## src/rtl/i2da_pkg.sv

```systemverilog
`default_nettype none

package i2da_pkg;

    localparam int VALUE_W    = 32;
    localparam int SPACE_W    = 8;
    localparam int CHAR_W     = 8;
    localparam int DIGIT_W    = 4;
    localparam int NUM_DIGITS = 10;
    localparam int CNT_W      = $clog2(NUM_DIGITS + 1);
    localparam int BIT_CNT_W  = $clog2(VALUE_W);
    localparam int NEED_W     = CNT_W + 1;

    localparam logic [CHAR_W-1:0] CHAR_ZERO  = 8'h30;
    localparam logic [CHAR_W-1:0] CHAR_MINUS = 8'h2D;
    localparam logic [CHAR_W-1:0] CHAR_NUL   = 8'h00;

    typedef logic [DIGIT_W-1:0] digit_t;

    typedef struct packed {
        logic clear;
        logic dabble;
        logic dshift;
    } cell_ctrl_t;

endpackage

`default_nettype wire

```

## src/rtl/i2da_cell.sv

```systemverilog
`default_nettype none

module i2da_cell
    import i2da_pkg::*;
(
    input  wire        aclk,
    input  cell_ctrl_t ctrl,
    input  wire        bit_in,
    input  digit_t     digit_in,
    output logic       bit_out,
    output digit_t     digit
);

    digit_t digit_reg;
    digit_t digit_next;
    digit_t adj;

    always_comb begin
        adj = (digit_reg >= 4'd5) ? digit_reg + 4'd3 : digit_reg;
        bit_out = adj[DIGIT_W-1];
        digit_next = digit_reg;
        if (ctrl.clear) begin
            digit_next = '0;
        end else if (ctrl.dabble) begin
            digit_next = {adj[DIGIT_W-2:0], bit_in};
        end else if (ctrl.dshift) begin
            digit_next = digit_in;
        end
    end

    always_ff @(posedge aclk) begin
        digit_reg <= digit_next;
    end

    assign digit = digit_reg;

endmodule

`default_nettype wire

```

## src/rtl/int32_to_decimal_ascii.sv

```systemverilog
`default_nettype none

// Signed 32-bit integer to ASCII decimal text. An input transaction carries
// the value in s_tdata[31:0] and the destination size (slots including the
// terminator) in s_tdata[39:32]. The block answers with one output
// transaction per character: an optional '-', the digits with no leading
// zeros, then a NUL with m_tlast set; m_tuser is 1 on all of them. If the text
// does not fit, it answers with a single transaction carrying 0, m_tuser 0
// and m_tlast 1. One item is worked at a time: it is accepted, then the
// magnitude is shifted through the row of ten BCD digit cells (one binary
// bit per cycle, shift-add-3), leading zeros are dropped, and then the
// characters go out one per cycle while the output side does not stall.
module int32_to_decimal_ascii
    import i2da_pkg::*;
(
    input  wire               aclk,
    input  wire               aresetn,
    input  wire               s_tvalid,
    output logic              s_tready,
    input  wire  [39:0]       s_tdata,   // value[31:0], space[39:32]
    output logic              m_tvalid,
    input  wire               m_tready,
    output logic [CHAR_W-1:0] m_tdata,   // char_out[7:0]
    output logic [0:0]        m_tuser,   // ok[0]
    output logic              m_tlast
);

    localparam logic [2:0] ST_IDLE  = 3'd0;
    localparam logic [2:0] ST_CONV  = 3'd1;
    localparam logic [2:0] ST_STRIP = 3'd2;
    localparam logic [2:0] ST_FAIL  = 3'd3;
    localparam logic [2:0] ST_SIGN  = 3'd4;
    localparam logic [2:0] ST_DIG   = 3'd5;
    localparam logic [2:0] ST_NUL   = 3'd6;

    logic [2:0]           state_reg, state_next;
    logic [VALUE_W-1:0]   bin_reg, bin_next;
    logic                 neg_reg, neg_next;
    logic [SPACE_W-1:0]   space_reg, space_next;
    logic [BIT_CNT_W-1:0] bit_cnt_reg, bit_cnt_next;
    logic [CNT_W-1:0]     ndig_reg, ndig_next;
    logic                 m_tvalid_reg, m_tvalid_next;
    logic [CHAR_W-1:0]    m_char_reg, m_char_next;
    logic                 m_ok_reg, m_ok_next;
    logic                 m_last_reg, m_last_next;

    cell_ctrl_t           ctrl;
    logic                 cell_bit [NUM_DIGITS+1];
    digit_t               cell_digit [NUM_DIGITS+1];
    digit_t               top_digit;
    logic                 out_free;
    logic [NEED_W-1:0]    need;
    logic [VALUE_W-1:0]   in_value;

    assign cell_bit[0]   = bin_reg[VALUE_W-1];
    assign cell_digit[0] = '0;
    assign top_digit     = cell_digit[NUM_DIGITS];

    genvar gi;
    generate
        for (gi = 0; gi < NUM_DIGITS; gi++) begin : g_cell
            i2da_cell u_cell (
                .aclk     (aclk),
                .ctrl     (ctrl),
                .bit_in   (cell_bit[gi]),
                .digit_in (cell_digit[gi]),
                .bit_out  (cell_bit[gi+1]),
                .digit    (cell_digit[gi+1])
            );
        end
    endgenerate

    assign out_free = !m_tvalid_reg || m_tready;
    assign need     = NEED_W'(neg_reg) + NEED_W'(ndig_reg) + NEED_W'(1);
    assign in_value = s_tdata[VALUE_W-1:0];

    always_comb begin
        state_next    = state_reg;
        bin_next      = bin_reg;
        neg_next      = neg_reg;
        space_next    = space_reg;
        bit_cnt_next  = bit_cnt_reg;
        ndig_next     = ndig_reg;
        m_tvalid_next = m_tvalid_reg && !m_tready;
        m_char_next   = m_char_reg;
        m_ok_next     = m_ok_reg;
        m_last_next   = m_last_reg;
        ctrl          = '0;
        s_tready      = (state_reg == ST_IDLE);

        case (state_reg)
            ST_IDLE: begin
                if (s_tvalid) begin
                    neg_next     = in_value[VALUE_W-1];
                    bin_next     = in_value[VALUE_W-1] ? (~in_value + VALUE_W'(1)) : in_value;
                    space_next   = s_tdata[VALUE_W+SPACE_W-1:VALUE_W];
                    bit_cnt_next = BIT_CNT_W'(VALUE_W - 1);
                    ndig_next    = CNT_W'(NUM_DIGITS);
                    ctrl.clear   = 1'b1;
                    state_next   = ST_CONV;
                end
            end
            ST_CONV: begin
                ctrl.dabble = 1'b1;
                bin_next    = {bin_reg[VALUE_W-2:0], 1'b0};
                if (bit_cnt_reg == '0) begin
                    state_next = ST_STRIP;
                end else begin
                    bit_cnt_next = bit_cnt_reg - BIT_CNT_W'(1);
                end
            end
            ST_STRIP: begin
                if (top_digit == '0 && ndig_reg != CNT_W'(1)) begin
                    ctrl.dshift = 1'b1;
                    ndig_next   = ndig_reg - CNT_W'(1);
                end else if (SPACE_W'(need) > space_reg) begin
                    state_next = ST_FAIL;
                end else if (neg_reg) begin
                    state_next = ST_SIGN;
                end else begin
                    state_next = ST_DIG;
                end
            end
            ST_FAIL: begin
                if (out_free) begin
                    m_tvalid_next = 1'b1;
                    m_char_next   = CHAR_NUL;
                    m_ok_next     = 1'b0;
                    m_last_next   = 1'b1;
                    state_next    = ST_IDLE;
                end
            end
            ST_SIGN: begin
                if (out_free) begin
                    m_tvalid_next = 1'b1;
                    m_char_next   = CHAR_MINUS;
                    m_ok_next     = 1'b1;
                    m_last_next   = 1'b0;
                    state_next    = ST_DIG;
                end
            end
            ST_DIG: begin
                if (out_free) begin
                    m_tvalid_next = 1'b1;
                    m_char_next   = CHAR_ZERO + CHAR_W'(top_digit);
                    m_ok_next     = 1'b1;
                    m_last_next   = 1'b0;
                    ctrl.dshift   = 1'b1;
                    ndig_next     = ndig_reg - CNT_W'(1);
                    if (ndig_reg == CNT_W'(1)) begin
                        state_next = ST_NUL;
                    end
                end
            end
            ST_NUL: begin
                if (out_free) begin
                    m_tvalid_next = 1'b1;
                    m_char_next   = CHAR_NUL;
                    m_ok_next     = 1'b1;
                    m_last_next   = 1'b1;
                    state_next    = ST_IDLE;
                end
            end
            default: begin
                state_next = ST_IDLE;
            end
        endcase
    end

    always_ff @(posedge aclk) begin
        if (!aresetn) begin
            state_reg    <= ST_IDLE;
            m_tvalid_reg <= 1'b0;
        end else begin
            state_reg    <= state_next;
            m_tvalid_reg <= m_tvalid_next;
        end
        bin_reg     <= bin_next;
        neg_reg     <= neg_next;
        space_reg   <= space_next;
        bit_cnt_reg <= bit_cnt_next;
        ndig_reg    <= ndig_next;
        m_char_reg  <= m_char_next;
        m_ok_reg    <= m_ok_next;
        m_last_reg  <= m_last_next;
    end

    assign m_tvalid   = m_tvalid_reg;
    assign m_tdata    = m_char_reg;
    assign m_tuser[0] = m_ok_reg;
    assign m_tlast    = m_last_reg;

endmodule

`default_nettype wire

```

## config.mk

```make
export PLATFORM = sky130hd
export DESIGN_NAME = int32_to_decimal_ascii
export DESIGN_NICKNAME = d
export VERILOG_FILES = /design/src/rtl/i2da_pkg.sv /design/src/rtl/i2da_cell.sv /design/src/rtl/int32_to_decimal_ascii.sv
export SDC_FILE = /design/constraint.sdc
export NUM_CORES = 1
export LEC_CHECK = 0
export BUFFER_PORTS_ARGS = -buffer_cell sky130_fd_sc_hd__buf_2
export CAP_MARGIN = 20
export CORE_MARGIN = 2
export CORE_UTILIZATION = 45
export CTS_BUF_LIST = sky130_fd_sc_hd__clkbuf_8
export CTS_CLUSTER_SIZE = 8
export DETAILED_ROUTE_END_ITERATION = 10
export HOLD_SLACK_MARGIN = 0.03
export PLACE_DENSITY_LB_ADDON = 0.05
export REMOVE_ABC_BUFFERS = 1
export SKIP_CTS_REPAIR_TIMING = 1
export SYNTH_ARGS = -nofsm -noshare
export SYNTH_HDL_FRONTEND = slang
export SYNTH_SLANG_ARGS = --single-unit
```

## constraint.sdc

```tcl
create_clock -name aclk -period 6 [get_ports aclk]
set_clock_uncertainty 0.15 [all_clocks]
set_input_delay 1.5 -clock aclk [delete_from_list [all_inputs] [get_ports aclk]]
set_output_delay 1.5 -clock aclk [all_outputs]
set_load 0.05 [all_outputs]
```

Word level (Yosys, flattened, before mapping)

Cells that the tools add are included.
W data, S select, Z words.

Flip-flop bits (word level): 104
Bits of input ports: 44
Output and inout bits: 12
Logic and storage cells: 160

Add/subtract/negate cells: 16
Magnitude comparators: 11
Eq/ne operators: 20
Mux-type cells: 66
Bitwise operators: 1
Reductions and logical operators: 26

Operator list:

| cell                    | count |
|---|---|
| $mux W4                 | 32 |
| $mux W32                | 2 |
| $pmux W32 S2            | 1 |
| $ge A4 B3 Y1 const B    | 10 |
| $add A4 B2 Y4 const B   | 9 |
| $add A32 B1 Y32 const B | 1 |
| $not A32 Y32            | 1 |
| $mux W3                 | 9 |
| $mux W8                 | 3 |
| $pmux W8 S3             | 1 |
| $ne A2 B2 Y1 const B    | 9 |
| $pmux W3 S6             | 1 |
| $pmux W4 S3             | 1 |
| $mux W1                 | 10 |
| $mux W5                 | 2 |
| $pmux W5 S2             | 1 |
| $eq A3 B3 Y1 const B    | 3 |
| $reduce_and A3 Y1       | 3 |
| $gt A5 B8 Y1            | 1 |
| $reduce_and A4 Y1       | 2 |
| $reduce_bool A2 Y1      | 4 |
| $add A6 B4 Y7 const A   | 1 |
| $reduce_and A7 Y1       | 1 |
| $eq A3 B2 Y1 const B    | 2 |
| 21 further kinds        | 30 |

Logic depth before layout (Yosys ltp)

Gate-level depths: netlist of the first run.

Word-level depth: 6
Mapped depth: 11
Depth with buffers taken out: 11

Modules after synthesis

Synthesis of the first run repeated with hierarchy kept, for this count alone.

Cells, all modules: 705
Area, all modules: 6487.5 um^2

Modules (own cells, without submodules):

| module                 | instances | cells each | area an instance (um^2) | seq. area each (um^2) |
|---|---|---|---|---|
| int32_to_decimal_ascii | 1         | 355        | 3684.8                  | 1821.7 |
| i2da_cell              | 10        | 35         | 280.3                   | 80.1 |

Worst setup path after synthesis of the first run

Ideal clock, no wire load.

Path kind: input-to-reg
From: in s_tdata[0]
To: reg bin_reg[12] (data pin)
Setup time: 0.270 ns
Arrival time: 3.080 ns
Data required time: 5.580 ns
Setup slack: 2.499 ns
Stages: 9
Buffers on the path: 2
Cells stage by stage: inv_1 -> ha_1 -> or3b_1 -> buf_2 -> or3_1 -> buf_6 -> o41ai_2 -> xor2_1 -> a21oi_1

Word-level cells in the longest chain between the ends: 5

Ends and longest elaborated chain:

| item                   | RTL line                      | text |
|---|---|---|
| start: declaration     | int32_to_decimal_ascii.sv:20  | `input wire [39:0] s_tdata,` |
| $not A32 Y32           | int32_to_decimal_ascii.sv:95  | `bin_next = in_value[VALUE_W-1] ? (~in_value + VALUE_W'(1)) : in_value;` |
| $add A32 B1 Y32        | int32_to_decimal_ascii.sv:95  |  |
| $mux W32               | int32_to_decimal_ascii.sv:95  |  |
| $mux W32               | int32_to_decimal_ascii.sv:93  | `if (s_tvalid) begin` |
| $pmux W32 S2           | int32_to_decimal_ascii.sv:91  | `case (state_reg)` |
| via bin_next[12]       | int32_to_decimal_ascii.sv:37  | `logic [VALUE_W-1:0] bin_reg, bin_next;` |
| end signal: assignment | int32_to_decimal_ascii.sv:178 | `bin_reg <= bin_next;` |
| end: declaration       | int32_to_decimal_ascii.sv:37  |  |

The timed path passes the listed nets, and every way through them passes these cells. The select of a mux whose other input is x is not followed.
A chain may end at the register's enable or synchronous reset.

Final worst setup path of the first run

From: in s_tdata[0]
To: reg bin_reg[16] (data pin)

The elaborated chain is that of the path after synthesis.

==> run summary, run 1 <==
Slowest CP cell = or3_1
Clk sinks = 102
Final WL = 13.3 mm
CP startpoint kind = input port
Relative slew margins = 38.4%
Syn avg cell area = 8.76 um^2
I/O Buffers = 53
CP Max Fanout = 8
Yosys warnings = 0
Ratio of final minimum period to clock period = 57.4%
Multi-input logic area = 3260 um^2
Syn Inst Count = 709
Drt initial violations = 370
Synth Cell Area = 6210 um^2
Die area = 14800 um^2
Clock Path Buffers = 2
Ys flop type = edfxtp_1
Total grt overflow = 0
Result of the run = complete, no violations
Post-synthesis to final-layout area growth = 9.34%
Vias in the first global route = 4845
WS Path Type = in2reg
Worst hold path type = reg2reg
IO Pins = 56
Chip width = 122 um
Max-cap viol count = 0
Max reg flops = 40
GRT Util Overall = 18.6%
Rows = 42
Crit path cell chain = buf_2 > inv_1 > ha_1 > or3b_1 > or3_1 > o41ai_2 > xor2_1 > a21oi_1
Seq. cell area = 2620 um^2
Via/cell ratio = 5.58
Setup_tns = 0 ns
Clk Tree Root Cell = clkbuf_8
Worst skew pair latency = 0.38 ns
Layout fillers = 1285
Async set-reset flop share out of synthesis = 0%
DRC = 0
Starting Density = 46.6%
Pin count of the biggest net entering global routing = 93
Pwr Density = 255 nW/um^2
Num CTS Buffers = 9
First-pass GRT wire length = 22.4 mm
DR WL/cell = 14.5 um
Worst path max stage delay = 0.53 ns
CTS tree = yes
Final slew viol count = 0
Pre-antenna DRT Iters = 6
H-tree levels = 3
Initial antenna violation count = 0
Share of layout cells above drive strength 1 = 10.9%
Fin nets = 815
Peak Freq = 0.291 GHz
Worst-Margin Slew = 0.925 ns
Critical path endpoint category = flop
Final hold viol count = 0
Hpwl dp = 8.83 mm
CP delay by family, top = simple AND/OR/NAND/NOR gates
Core Region = 13300 um^2
Die Y = 122 um
GPL Wtd Cong = 0.802
Leakage = 2.57 nW
Via count = 5131
Post-synth EDFFs = 58
Final Instance Area = 6790 um^2
Buffer and inverter count on the worst path = 2
Placed inst area = 6580 um^2
Antenna cells = 0
RSZ-0062 raised after global routing = false
Peak supply drop = 0.000126 V
Seq/Total Area, Yosys = 42.2%
Post-route minimum period = 3.44 ns
Post-route ant nets = 0
Arrival time at the worst endpoint = 3.42 ns
Final setup fails = 0
Register bit total from synthesis = 102
Critical Path RT = 5.97 ns
Clock transition at path regs = 0.10 ns
Count of cell types in the netlist = 54
==> cells in the mapped netlist (all sizes together) (16+ instances only) <==
library cell | n | share of area, %
ha | 33 | 6.6
o21ai | 66 | 5.3
nand2 | 92 | 5.6
edfxtp | 58 | 28
nor2 | 37 | 2.2
clkbuf | 24 | 1.4
xor2 | 31 | 4.4
nand3 | 23 | 1.9
inv | 46 | 2.8
xnor2 | 16 | 2.3
dfxtp | 44 | 14
a21oi | 70 | 5.6
buf | 18 | 1.6
==> path summary, 6_finish.rpt <==
kind | start | end | slack (ns) | depth (start not counted)
worst min-delay path | g_cell[4].u_cell.digit[3] | g_cell[4].u_cell.digit[3] | 0.36 | 2
worst max register to register | state_reg[0] | bin_reg[8] | 3.19 | 5
worst min register to register | g_cell[4].u_cell.digit[3] | g_cell[4].u_cell.digit[3] | 0.36 | 2
worst max-delay path | s_tdata[0] | bin_reg[16] | 2.56 | 8
==> tightest hold or removal path, delay by kind of cell, from the launching register on <==
kind / cells / cell delay, ns
DFF: 1 / 0.36
and+or+nand+nor: 1 / 0.07
AOI/OAI and AO/OA: 1 / 0.05
==> through the flow <==
| step | total power [W] | util, % | instances | worst slack, ns | hold WS [ns] |
|---|---|---|---|---|---|
| after floorplan | 0.00119 | - | 668 | -2.91 | 0.320 |
| after global placement | 0.00130 | 49.3 | 902 | 2.21 | 0.343 |
| after detailed placement | 0.00131 | 49.3 | 902 | 2.15 | 0.351 |
| after CTS | 0.00175 | 50.7 | 918 | 2.58 | 0.366 |
| after global routing | 0.00185 | 50.9 | 919 | 2.44 | 0.394 |
| final | 0.00173 | 50.9 | 919 | 2.56 | 0.364 |
==> layer usage <==
metal	track usage (%)	part of all wire, %	up-vias
met5	0	0	-
met4	4.74	1.0	0
met3	4.61	3.9	15
met2	31.6	48	99
met1	23.9	47	2409
li1	-	-	2608
==> logic make-up (layout without fill, tap and decap cells) <==
family | Yosys count | in the layout | share of synthesized area [%]
adders and majority gates | 33 | 33 | 6.65
AOI/OAI and AO/OA | 208 | 208 | 20.8
other | 1 | 2 | 0.0604
and+or+nand+nor | 227 | 227 | 17.3
buffers and inverters | 88 | 121 | 5.82
DFF | 102 | 102 | 42.2
muxes | 3 | 3 | 0.483
xor gates and xnor gates | 47 | 47 | 6.62
==> layout make-up <==
| class | count | area share, % |
|---|---|---|
| inverter | 46 | 2.54 |
| tap | 176 | 3.24 |
| clock buffer | 9 | 1.82 |
| clock inverter | 7 | 0.976 |
| sequential | 102 | 38.6 |
| timing repair buffer | 59 | 4.86 |
| multi-input combinational | 520 | 48.0 |
==> power by group <==
group / switching [W] / total (W) / internal [W]
clock network: 0.000239 / 0.000430 / 0.000191
registers: 0.0000778 / 0.000902 / 0.000824
logic: 0.000237 / 0.000400 / 0.000163
total: 0.000554 / 0.00173 / 0.00118
==> cell usage in the layout, fill, tap and decap left out, drive strengths merged, types with 4 or more instances in the layout <==
cell type	n
nor2	37
inv	49
a311oi	9
nand4	9
a2bb2oi	8
nor4	6
o211ai	11
xnor2	16
nor3	15
or3	12
a31oi	10
o41ai	14
a22oi	4
o21ai	66
o31ai	6
nor2b	6
nand3	23
edfxtp	58
a21oi	70
clkbuf	9
buf	59
nand2	92
xor2	31
dfxtp	44
ha	33
nand2b	13
(Power assumes the default switching activity.)
==> run 2, diff against run 1 <==
clock period = 2.9 ns   (was 6 ns; I/O delays follow)
==> run 2 against run 1 <==
First-iteration DRC count increased by 28%. Setup slack worse by 2.2 ns. Routed wire length grew 1.6%. Design area rose by 2.2%. Cell count is 1.4% higher. Critical path depth rose by 3. Global-route usage grew 0.87 points. Non-clock buffer count grew 13. Utilization up 1.1 points. Count of clock-buffer cells in the layout increased by 1. Critical endpoint is now state_reg[2]. Largest power group unchanged.
==> run summary, run 2 (same netlist as run 1, synthesis figures left out) <==
Total grt overflow = 0 (unchanged)
Core Region = 13300 um^2 (unchanged)
Result of the run = complete, no violations
Total power = 0.00376 W (+120%)
Finished Core Util = 52.0% (+1.1 points)
Initial antenna violation count = 0 (unchanged)
Peak supply drop = 0.000278 V (+120%)
Final worst slack = 0.338 ns (-2.22 ns)
Arrival time at the worst endpoint = 2.70 ns (-0.72 ns)
Ratio of final minimum period to clock period = 88.3%
Pre-antenna DRT Iters = 5 (-1)
Final slew viol count = 0 (unchanged)
Peak Freq = 0.390 GHz
Critical Path RT = 3.04 ns (-2.93 ns)
Slowest CP cell = edfxtp_1
Placed inst area = 6720 um^2 (+2.2%)
Via count = 5262 (+2.6%)
DRC = 0 (unchanged)
Antenna cells = 0 (unchanged)
Share of layout cells above drive strength 1 = 12.7% (+1.8 points)
Fin nets = 828 (+1.6%)
Final hold viol count = 0 (unchanged)
Pre-CTS setup slack = -0.000716 ns (-2.15 ns)
WS Path Type = reg2reg
Worst-Margin Slew = 0.755 ns (-0.170 ns)
Relative slew margins = 49.0% (+11 points)
Max-cap viol count = 0 (unchanged)
Chip width = 122 um (unchanged)
I/O Buffers = 53 (unchanged)
GRT Util Overall = 19.5% (+0.87 points)
Clock transition at path regs = 0.10 ns (about the same)
Final setup fails = 0 (unchanged)
Final WL = 13.5 mm (+1.6%)
DR WL/cell = 14.5 um (+0.14%)
Worst-case reg-to-reg path depth = 11 (+6)
Pwr Density = 541 nW/um^2 (+110%)
Leakage = 2.66 nW (+3.2%)
Clk sinks = 102 (unchanged)
Hpwl dp = 9.41 mm (+6.7%)
Via/cell ratio = 5.65 (+1.1%)
Die area = 14800 um^2 (unchanged)
CP dominant cell by count = ha_1
H-tree levels = 3 (unchanged)
Vias in the first global route = 4996 (+3.1%)
Most frequent cells in the layout = nand2_1 (91), a21oi_1 (70), o21ai_0 (65)
Worst path max stage delay = 0.45 ns (-0.08 ns)
CTS tree = yes
Num CTS Buffers = 9 (unchanged)
Crit path cell chain = inv_1 > ha_1 > inv_1 > ha_1 > and3_1 > ha_1 > nand3_1 > o21bai_1 > a31oi_1 > o31ai_1 > and2_1
Drt initial violations = 475 (+28%)
Rows = 42 (unchanged)
Post-route ant nets = 0 (unchanged)
CP Max Fanout = 4 (-4)
Clk Tree Root Cell = clkbuf_8
GPL Wtd Cong = 0.800 (-0.31%)
Commonest non-fill, non-tap cell in the layout = nand2_1
First-pass GRT wire length = 23.4 mm (+4.4%)
Max reg flops = 40 (unchanged)
RSZ-0062 raised after global routing = false
Post-route minimum period = 2.56 ns
Worst skew pair latency = 0.39 ns (about the same)
Hold path cells = 1 (-1)
Post-synthesis to final-layout area growth = 11.8%
IO Pins = 56 (unchanged)
CP startpoint kind = flop
Starting Density = 46.6% (unchanged)
Pin count of the biggest net entering global routing = 48 (-48%)
Clock Path Buffers = 2 (unchanged)
Critical path endpoint category = flop
Worst hold path type = in2reg
Final Instance Area = 6950 um^2 (+2.2%)
Die Y = 122 um (unchanged)
## run 2: changes by cell type in the layout (fill, tap and decap cells not counted), sizes merged
cell and change:
clkbuf +1, buf +13, bufinv +1, clkinvlp -1, inv -1
## run 2: final cells by class
type / count / area (um^2)
clock buffer: 10 / 138
clock inverter: 6 / 90.1
fill: 1257 / 6400
inverter: 46 / 173
multi-input combinational: 520 / 3260
sequential: 102 / 2620
tap: 176 / 220
timing repair buffer: 72 / 445
## run 2: routing by layer
layer / GRT usage [%] / part of all wire [%] / vias to the layer above
met3: 5.08 / 4.4 / 10
met5: 0 / 0 / -
met1: 25.1 / 46 / 2501
li1: - / - / 2632
met2: 32.1 / 48 / 119
met4: 6.25 / 1.1 / 0
## run 2: final timing paths
| path | slack, ns | to | startpoint |
|---|---|---|---|
| worst max-delay path | 0.34 | state_reg[2] | ndig_reg[0] |
| worst min-delay path | 0.36 | space_reg[3] | s_tdata[35] |
| worst max register to register | 0.34 | state_reg[2] | ndig_reg[0] |
| worst min register to register | 0.37 | g_cell[7].u_cell.digit[3] | g_cell[7].u_cell.digit[3] |
## run 2: critical path, delay by kind of cell, from the launching register on
kind,cells,cell delay [ns]
AOI/OAI and AO/OA,3,0.60
adders and majority gates,3,0.64
DFF,1,0.45
buffers and inverters,2,0.16
and+or+nand+nor,3,0.47
## run 2: stage by stage
step | hold WS, ns | TNS (ns) | instances
3_3_place_gp | 0.345 | 0 | 916
3_5_place_dp | 0.355 | -0.000716 | 916
2_1_floorplan | 0.320 | -340.86 | 668
4_1_cts | 0.335 | 0 | 932
6_report | 0.355 | 0 | 932
5_1_grt | 0.323 | 0 | 932
## run 2: power by group
part | leakage (nW) | total [W] | switching [W] | internal (W)
logic | 1.64 | 0.000853 | 0.000499 | 0.000354
clock network | 0.113 | 0.00104 | 0.000529 | 0.000515
registers | 0.904 | 0.00186 | 0.000158 | 0.00170
total | 2.66 | 0.00376 | 0.00119 | 0.00257
==> run 3, diff against run 2 <==
BUFFER_PORTS_ARGS = not set   (was -buffer_cell sky130_fd_sc_hd__buf_2)
DONT_BUFFER_PORTS = 1   (was not set)
SKIP_LAST_GASP = 1   (was not set)
==> run 3 against run 2 <==
Maximum frequency shrank 1.4%. Critical endpoint is now ndig_reg[2]. Flip-flop and latch count is the same. Highest routed layer unchanged. Largest cell class unchanged. Sequential power is essentially flat. Critical path type unchanged. Via count shrank 4.9%. Non-clock buffer count shrank 55.
==> run summary, run 3 (same netlist as run 1, synthesis figures left out) <==
Worst-case reg-to-reg path depth = 6 (-5)
Peak supply drop = 0.000272 V (-2.3%)
DR WL/cell = 15.4 um (+5.9%)
Via count = 5002 (-4.9%)
Starting Density = 46.6% (unchanged)
Fin nets = 773 (-6.6%)
Chip width = 122 um (unchanged)
Hold path cells = 0 (-1)
Final slew viol count = 0 (unchanged)
Max reg flops = 40 (unchanged)
Leakage = 2.42 nW (-8.8%)
CP startpoint kind = flop
Final setup fails = 0 (unchanged)
Clk Tree Root Cell = clkbuf_8
Arrival time at the worst endpoint = 2.55 ns (-0.15 ns)
Share of layout cells above drive strength 1 = 5.42% (-7.3 points)
DRC = 0 (unchanged)
Pwr Density = 526 nW/um^2 (-2.9%)
WS Path Type = reg2reg
Initial antenna violation count = 0 (unchanged)
RSZ-0062 raised after global routing = false
Total grt overflow = 0 (unchanged)
Die area = 14800 um^2 (unchanged)
Clock Path Buffers = 2 (unchanged)
Ratio of final minimum period to clock period = 89.6% (+1.2 points)
Hpwl dp = 9.06 mm (-3.8%)
GPL Wtd Cong = 0.805 (+0.64%)
Max-cap viol count = 0 (unchanged)
Setup_tns = 0 ns (unchanged)
Pin count of the biggest net entering global routing = 60 (+25%)
Rows = 42 (unchanged)
Die Y = 122 um (unchanged)
Critical Path RT = 2.85 ns (-0.19 ns)
Slowest CP cell = nor4b_2
CTS tree = yes
Core Region = 13300 um^2 (unchanged)
Post-route minimum period = 2.60 ns (+0.0358 ns)
First-pass GRT wire length = 22.7 mm (-2.9%)
Crit path cell chain = ha_1 > nor3b_1 > nor4b_2 > mux2i_1 > o32ai_1 > buf_4
IO Pins = 56 (unchanged)
Clk sinks = 102 (unchanged)
Final Instance Area = 6610 um^2 (-4.8%)
Vias in the first global route = 4746 (-5.0%)
Antenna cells = 0 (unchanged)
Worst skew pair latency = 0.38 ns (about the same)
Result of the run = complete, no violations
GRT Util Overall = 19.0% (-0.55 points)
Via/cell ratio = 5.70 (+1.0%)
Commonest non-fill, non-tap cell in the layout = nand2_1
Final hold viol count = 0 (unchanged)
I/O Buffers = 0 (-100%)
Pre-antenna DRT Iters = 5 (unchanged)
Post-route ant nets = 0 (unchanged)
Most frequent cells in the layout = nand2_1 (91), a21oi_1 (70), o21ai_0 (65)
Final WL = 13.5 mm (-0.33%)
Relative slew margins = 42.4% (-6.6 points)
Placed inst area = 6440 um^2 (-4.1%)
CP Max Fanout = 6 (+2)
Num CTS Buffers = 9 (unchanged)
Worst path max stage delay = 0.66 ns (+0.21 ns)
Layout fillers = 1297 (+3.2%)
Worst-Margin Slew = 0.863 ns (+0.108 ns)
Peak Freq = 0.385 GHz (-1.4%)
H-tree levels = 3 (unchanged)
Clock transition at path regs = 0.09 ns (about the same)
Post-synthesis to final-layout area growth = 6.42%
Worst hold path type = in2reg
Critical path endpoint category = flop
Drt initial violations = 348 (-27%)
## run 3: power breakdown
group | total (W) | internal, W | leakage, nW | switching (W)
logic | 0.000788 | 0.000331 | 1.42 | 0.000457
clock network | 0.000824 | 0.000326 | 0.0937 | 0.000498
registers | 0.00186 | 0.00170 | 0.904 | 0.000159
total | 0.00348 | 0.00236 | 2.42 | 0.00111
## run 3: critical path, delay by kind of cell (launching register included)
| kind | cells | cell delay, ns |
|---|---|---|
| buffers and inverters | 1 | 0.20 |
| and+or+nand+nor | 2 | 0.84 |
| adders and majority gates | 1 | 0.22 |
| DFF | 1 | 0.45 |
| AOI/OAI and AO/OA | 1 | 0.31 |
| muxes | 1 | 0.16 |
## run 3: final timing paths
kind                             startpoint  slack, ns                         to
worst max register to register  ndig_reg[0]       0.30                ndig_reg[2]
worst min register to register  bin_reg[31]       0.37  g_cell[0].u_cell.digit[0]
worst min-delay path            s_tdata[38]       0.29               space_reg[6]
worst max-delay path            ndig_reg[0]       0.30                ndig_reg[2]
## run 3: per-stage QoR
step | power (W) | worst slack [ns] | std cells | hold slack (ns) | utilization (%)
CTS | 0.00352 | 0.279 | 877 | 0.264 | 49.5
global placement | 0.00265 | 0.167 | 861 | 0.340 | 48.3
finish | 0.00348 | 0.303 | 877 | 0.288 | 49.5
global route | 0.00371 | 0.106 | 877 | 0.256 | 49.5
floorplan | 0.00247 | -6.01 | 668 | 0.320 | -
detailed placement | 0.00268 | 0.116 | 861 | 0.353 | 48.3
## run 3: per-layer routing
metal	up-vias	routed length (um)	track usage, %
li1	2518	-	-
met1	2393	6290	24.5
met2	80	6530	31.8
met3	11	522	4.32
met4	0	161	5.46
met5	-	0	0
## run 3: cell type report
type                    instances  area [um^2]  area share [%]
inverters                      46          173            2.61
clock inverters                 6         31.3           0.473
flip-flops and latches        102         2620            39.7
well taps                     176          220            3.33
repair buffers                 17          165            2.50
clock buffers                  10          138            2.08
multi-input cells             520         3260            49.3
